File: config.mk
export PLATFORM = sky130hd
export DESIGN_NAME = ght_front
export DESIGN_NICKNAME = d
export VERILOG_FILES = /design/src/hdl/ght_pkg.sv /design/src/hdl/ght_front.sv
export SDC_FILE = /design/constraint.sdc
export NUM_CORES = 1
export LEC_CHECK = 0
export ABC_AREA = 1
export BUFFER_PORTS_ARGS = -buffer_cell sky130_fd_sc_hd__buf_2
export CORE_UTILIZATION = 47
export CTS_CLUSTER_DIAMETER = 80
export CTS_CLUSTER_SIZE = 20
export DETAILED_ROUTE_END_ITERATION = 7
export GPL_ROUTABILITY_DRIVEN = 0
export HOLD_SLACK_MARGIN = 0.08
export PLACE_DENSITY = 0.76
export SLEW_MARGIN = 20
export SYNTH_ARGS = -nofsm -noshare
export SYNTH_HDL_FRONTEND = slang
export SYNTH_SLANG_ARGS = --single-unit
File: constraint.sdc
create_clock -name clk -period 5.95 [get_ports clk]
set_input_delay 0.2975 -clock clk [delete_from_list [all_inputs] [get_ports clk]]
set_output_delay 0.2975 -clock clk [all_outputs]
set_load 0.05 [all_outputs]
File: src/hdl/ght_pkg.sv
// ----------------------------------------------------------------------------
// ght_pkg
// Types and constants shared by the generational handle table modules.
// ----------------------------------------------------------------------------
package ght_pkg;

	localparam int SLOTS = 1024;
	localparam int SW    = $clog2(SLOTS);
	localparam int CW    = SW + 1;

	typedef enum logic [1:0] {
		OP_CREATE  = 2'd0,
		OP_DESTROY = 2'd1,
		OP_QUERY   = 2'd2,
		OP_FIND    = 2'd3
	} op_t;

	typedef enum logic [1:0] {
		ST_OK    = 2'd0,
		ST_FULL  = 2'd1,
		ST_STALE = 2'd2,
		ST_NOKEY = 2'd3
	} status_t;

	typedef enum logic [3:0] {
		S_IDLE,
		S_C0,
		S_C_FS,
		S_C_RD,
		S_C_WR,
		S_SCAN,
		S_D_RD,
		S_D_CHK,
		S_D_MOV,
		S_D_MWR,
		S_D_FIN,
		S_Q_RD,
		S_Q_CHK,
		S_RESP
	} state_t;

	// One decoded request word.
	typedef struct packed {
		op_t         op;
		logic [31:0] owner;
		logic [31:0] key;
		logic [9:0]  hidx;
		logic [31:0] hgen;
	} item_t;

	// Per-slot record held in the slot memory.
	typedef struct packed {
		logic [31:0]   gen;
		logic          alive;
		logic          mapped;
		logic [SW-1:0] dense;
		logic [31:0]   owner;
		logic [31:0]   key;
	} slot_word_t;

	// Result word, last field in the lowest bits.
	typedef struct packed {
		logic [9:0]  move_to;
		logic [9:0]  move_from;
		logic        alive;
		logic [31:0] key_out;
		logic [31:0] owner_out;
		logic [9:0]  dense_pos;
		logic [31:0] out_generation;
		logic [9:0]  out_index;
		status_t     status;
	} res_t;

	// Occupancy counters of the back end.
	typedef struct packed {
		logic [CW-1:0] free_count;
		logic [CW-1:0] slots_made;
		logic [CW-1:0] live_count;
	} cnt_t;

endpackage

File: src/hdl/ght_front.sv
// ----------------------------------------------------------------------------
// ght_front
// Accepts request words, decodes the mode and queues them in a two-entry FIFO.
// ----------------------------------------------------------------------------
module ght_front (
	input  logic                 clk,
	input  logic                 arst_n,
	input  logic                 in_valid,
	output logic                 in_ready,
	input  logic [111:0]         in_data,
	output logic                 q_valid,
	output ght_pkg::item_t       q_item,
	input  logic                 q_pop
);
	import ght_pkg::*;

	item_t      fifo_q [2];
	logic       wp_q;
	logic       rp_q;
	logic [1:0] cnt_q;
	item_t      dec;
	logic       push;
	logic       pop;

	always_comb begin
		case (in_data[1:0])
			2'd0:    dec.op = OP_CREATE;
			2'd1:    dec.op = OP_DESTROY;
			2'd2:    dec.op = OP_QUERY;
			default: dec.op = OP_FIND;
		endcase
		dec.owner = in_data[33:2];
		dec.key   = in_data[65:34];
		dec.hidx  = in_data[75:66];
		dec.hgen  = in_data[107:76];
	end

	assign in_ready = (cnt_q != 2'd2);
	assign push     = in_valid && in_ready;
	assign q_valid  = (cnt_q != 2'd0);
	assign pop      = q_pop && q_valid;
	assign q_item   = fifo_q[rp_q];

	always_ff @(posedge clk or negedge arst_n) begin
		if (!arst_n) begin
			wp_q  <= 1'b0;
			rp_q  <= 1'b0;
			cnt_q <= 2'd0;
		end else begin
			if (push) wp_q <= ~wp_q;
			if (pop)  rp_q <= ~rp_q;
			cnt_q <= cnt_q + {1'b0, push} - {1'b0, pop};
		end
	end

	always_ff @(posedge clk) begin
		if (push) fifo_q[wp_q] <= dec;
	end

endmodule

# --- Word level (Yosys, flattened, before mapping) ---
# Memories as Yosys holds them, arrays and structs flattened.
# Index checks and enable logic that the tools add are counted.
# W data, S select, Z words.
word_totals:
  latch_bits: 0
  inputBits: 116
  word_cells: 18
  register_bits: 4
  mem_bits_rw: 216
  mem_bits_ro: 0
  output_inout_bits: 110
  memories: 1
memory_table:
  columns: ["name", "words", "word_bits", "rd", "rd_ports_with_merged_regs", "wr", "line", "source"]
  rows:
  - ["fifo_q", 2, 108, 1, 0, 1, "ght_front.sv:17", "item_t fifo_q [2];"]
op_classes:
  bitwise_logic: 2
  addsub: 2
  n_shift: 0
  n_lt_le_gt_ge: 0
  div: 0
  n_mul: 0
  n_mux: 3
  n_eq_ne: 3
  n_reduce_logical: 4
ops:
  columns: ["operator", "n"]
  rows:
  - ["$pmux W2 S3", 1]
  - ["$add A2 B1 Y2", 1]
  - ["$eq A2 B1 Y1 const B", 1]
  - ["$eq A2 B2 Y1 const B", 1]
  - ["$logic_and A1 B1 Y1", 2]
  - ["$logic_not A2 Y1", 1]
  - ["$mux W1", 2]
  - ["$ne A2 B2 Y1 const B", 1]
  - ["$not A1 Y1", 2]
  - ["$reduce_bool A2 Y1", 1]
  - ["$sub A2 B1 Y2", 1]

# --- Depth between registers and ports, before layout ---
depth:
  word_depth: 4
  mapped_depth: 10
  mapped_depth_nobuf: 10

# --- Worst setup path after synthesis ---
# No wires, ideal clock.
synth_path:
  kind: "reg2reg"
  from: "register cnt_q[1]"
  to: "memory fifo_q[1][0] in the netlist's numbering (enable)"
  t_required_ns: 5.374
  stages_incl_launch_ff: 4
  t_arrival_ns: 5.443
  path_slack_ns: -0.070
  n_path_buf: 0
  setup_time_ns: 0.576
  synth_period_minus_slack_ns: 6.020
  path_cell_list: "dfrtp_1 > nand2_1 > nand2_1 > nor2_1"
synth_between:
  elab_chain_cells: 4
synth_lines:
  columns: ["item", "line", "source"]
  rows:
  - ["start: declaration", "ght_front.sv:20", "logic [1:0] cnt_q;"]
  - ["start signal: assignment", "ght_front.sv:52", "cnt_q <= cnt_q + {1'b0, push} - {1'b0, pop};"]
  - ["$ne A2 B2 Y1", "ght_front.sv:38", "assign in_ready = (cnt_q != 2'd2);"]
  - ["named net in_ready", "ght_front.sv:9", "output logic in_ready,"]
  - ["$logic_and A1 B1 Y1", "ght_front.sv:39", "assign push = in_valid && in_ready;"]
  - ["$mux W1", "ght_front.sv:57", "if (push) fifo_q[wp_q] <= dec;"]
  - ["$mux W1 (implied by the code)", "ght_front.sv:57", null]
  - ["end: declaration", "ght_front.sv:17", null]
# The timed path passes the listed nets, and every way through them passes these cells.

==> results.toml <==
[run_status]
status = "finished clean"

[worst_setup_path]
required_ns = 5.65
path_class = "flip-flop to output port"
worst-path-buf-inv = 3
cp.arrival_ns = 3.03
path_max_fanout = 64
end_kind = "output port"
critical-path-top-delay-family = "buffers and inverters"
slowest_delay_ns = 0.77
critPathLaunchType = "flip-flop"
crit_chain = "clkinv_2 -> buf_4 -> nand2_1 -> nand2_1 -> buf_2"
crit_path_frequent_cell = "nand2_1"
cpMaxStageDelayCell = "dfrtp_4"

[sta]
whs_ns = 0.174
min_period_over_period_pct = 55.9
fmaxAchievable_ghz = 0.300
setup_slack_ns = 2.62
hold_viol = 0
max_slew_margin_pct = 43.6
report.final.slew_viol_count = 0
min_period_ns = 3.33
rsz0062_at_grt = "no"
tightest_slew_ns = 0.846
finClkSkew_ns = 0.00311
finalSetupTns_ns = 0
setup_viol = 0

[logic_synthesis]
ys_ff_latch = 220
synth_fp_nets = 715
avgSynthCellArea_sq_um = 13.5
yosysWarnings = 0
synth_seq_area_share_pct = 81.7
synth_cell_type_count = 12
synth_cells = 597
synth_area_sq_um = 8060

[clocking]
clock-root-buffer = "clkbuf_16"
clk_path_buf_depth = 3
path_clk_slew_ns = 0.08
cts_tree = "yes"
numClockSinks = 220
htree_num_levels = 1
clock_latency_ns = 0.46
cts_buffers = 14

[finish]
area_growth_pct = 34.7
nets = 1042
antenna_cells = 0
postLayoutCoreUtil_pct = 65.2
instances_no_fill = 1147
layout-drive-gt1-share_pct = 26.4

[die]
coreArea_sq_um = 16600
die-area_sq_um = 17700
die-width_um = 133
start_util_pct = 48.4
ioPinCount = 226
die_height_um = 133
rows = 47

[global_route]
grt_max_degree = 65
antenna_found_initial = 0
grt_pass1_wl_um = 26500
gr-total-overflow = 0
grt_use_total_pct = 19.1
grt_pass1_vias = 5593

[drt]
via_count = 5403
drc = 0
routed_wirelength_um = 16800
firstDrtPassIters = 4
routedWlPerCell_um = 14.7
drt_iter0_markers = 269
vias_per_cell = 4.71
ant_nets = 0

[place]
pre_cts_ws_ns = 3.02
portBuffers = 221
dp.final_hpwl_um = 9350
numPlacedInstances = 1018

[hold_path]
hold_class = "input pin to asynchronous set/reset pin"

[power]
p_leak_uw = 0.00467
power_density_nw_per_um2 = 544
peakVddDrop_mv = 0.474

[flow_run]
cap_viol_max_count = 0
-- worst register-to-register path: stages, from the launching register on --
cell      delay, ns
dfrtp_4        0.77
clkinv_2       0.71
buf_4          0.59
nand3_1        0.21
nand2_1        0.06
-- registers in the layout (all words and copies together) (netlist names) --
signal and cells:
wp_q 1, fifo_q 216, rp_q 1, cnt_q 2
-- kinds of logic (layout without fill, tap and decap cells) --
group,count (synthesis),after routing,synth area share (%)
AND/OR/NAND/NOR,341,341,15.9
flip-flops,220,220,81.7
buffers and inverters,34,364,2.02
adder cells (fa/ha/maj),2,2,0.311
-- cell usage after synthesis, drive strengths merged --
master | instances | area (sq um)
clkbuf | 11 | 41.3
nand3 | 3 | 15.0
dfrtp | 4 | 100
nor2 | 1 | 3.75
buf | 14 | 87.6
nand2 | 337 | 1260
ha | 2 | 25.0
edfxtp | 216 | 6490
inv | 9 | 33.8
-- where the power goes --
group | total (uW) | internal, uW | switching [uW] | leakage, uW
logic | 2760 | 535 | 2220 | 0.00243
clock network | 909 | 458 | 450 | 0.000190
registers | 2240 | 2110 | 124 | 0.00206
total | 5900 | 3110 | 2800 | 0.00467
-- per-layer routing --
| metal | wire length [um] | vias to the layer above | track usage (%) |
|---|---|---|---|
| li1 | - | 2647 | - |
| met1 | 6420 | 2525 | 21.2 |
| met2 | 8830 | 208 | 35.7 |
| met3 | 1370 | 23 | 4.71 |
| met4 | 226 | 0 | 5.81 |
| met5 | 0 | - | 0 |
-- cell usage in the layout (no fill, tap or decap) --
cell type	netlist	routed
inv_4	0	1
nor2_4	0	1
clkinv_2	0	1
dfrtp_1	4	3
clkbuf_1	11	4
edfxtp_1	216	216
ha_1	2	2
clkbuf_16	0	15
dlygate4sd3_1	0	110
dfrtp_4	0	1
inv_1	8	7
buf_2	10	221
nand2_1	337	337
nand3_1	3	3
buf_4	2	5
-- through the flow --
stage               power (uW)  instance area [sq um]
floorplan                 4350                   8060
global placement          4940                   9360
detailed placement        4980                   9360
CTS                       5940                  10900
global route              6180                  10900
finish                    5900                  10900
-- worst paths after layout --
check / startpoint / to / cells past startpoint / slack (ns)
min reg2reg: wp_q / wp_q / 2 / 0.48
min: arst_n / rp_q / 2 / 0.17
max: rp_q / q_item[8] / 5 / 2.62
max reg2reg: rp_q / rp_q / 4 / 3.51
max in group asynchronous: arst_n / rp_q / 2 / 5.64
min in group clk: in_valid / wp_q / 3 / 0.18
-- layout make-up --
type                       count  area, sq um
clock buffer                  19          390
fill                        1190         5790
inverter                       9         37.5
multi-input combinational    343         1320
sequential                   220         6590
tap                          220          275
timing repair buffer         336         2240
-- timing repair --
| item | CTS | global route |
|---|---|---|
| endpoints found under the setup margin | 0 | 0 |
| hold buffers | 110 | 0 |
| buffers inserted | 0 | 0 |
| hold endpoints to repair | 221 | 0 |
| resized for setup | 0 | 0 |
No activity file was read; power rests on OpenSTA's default activity.
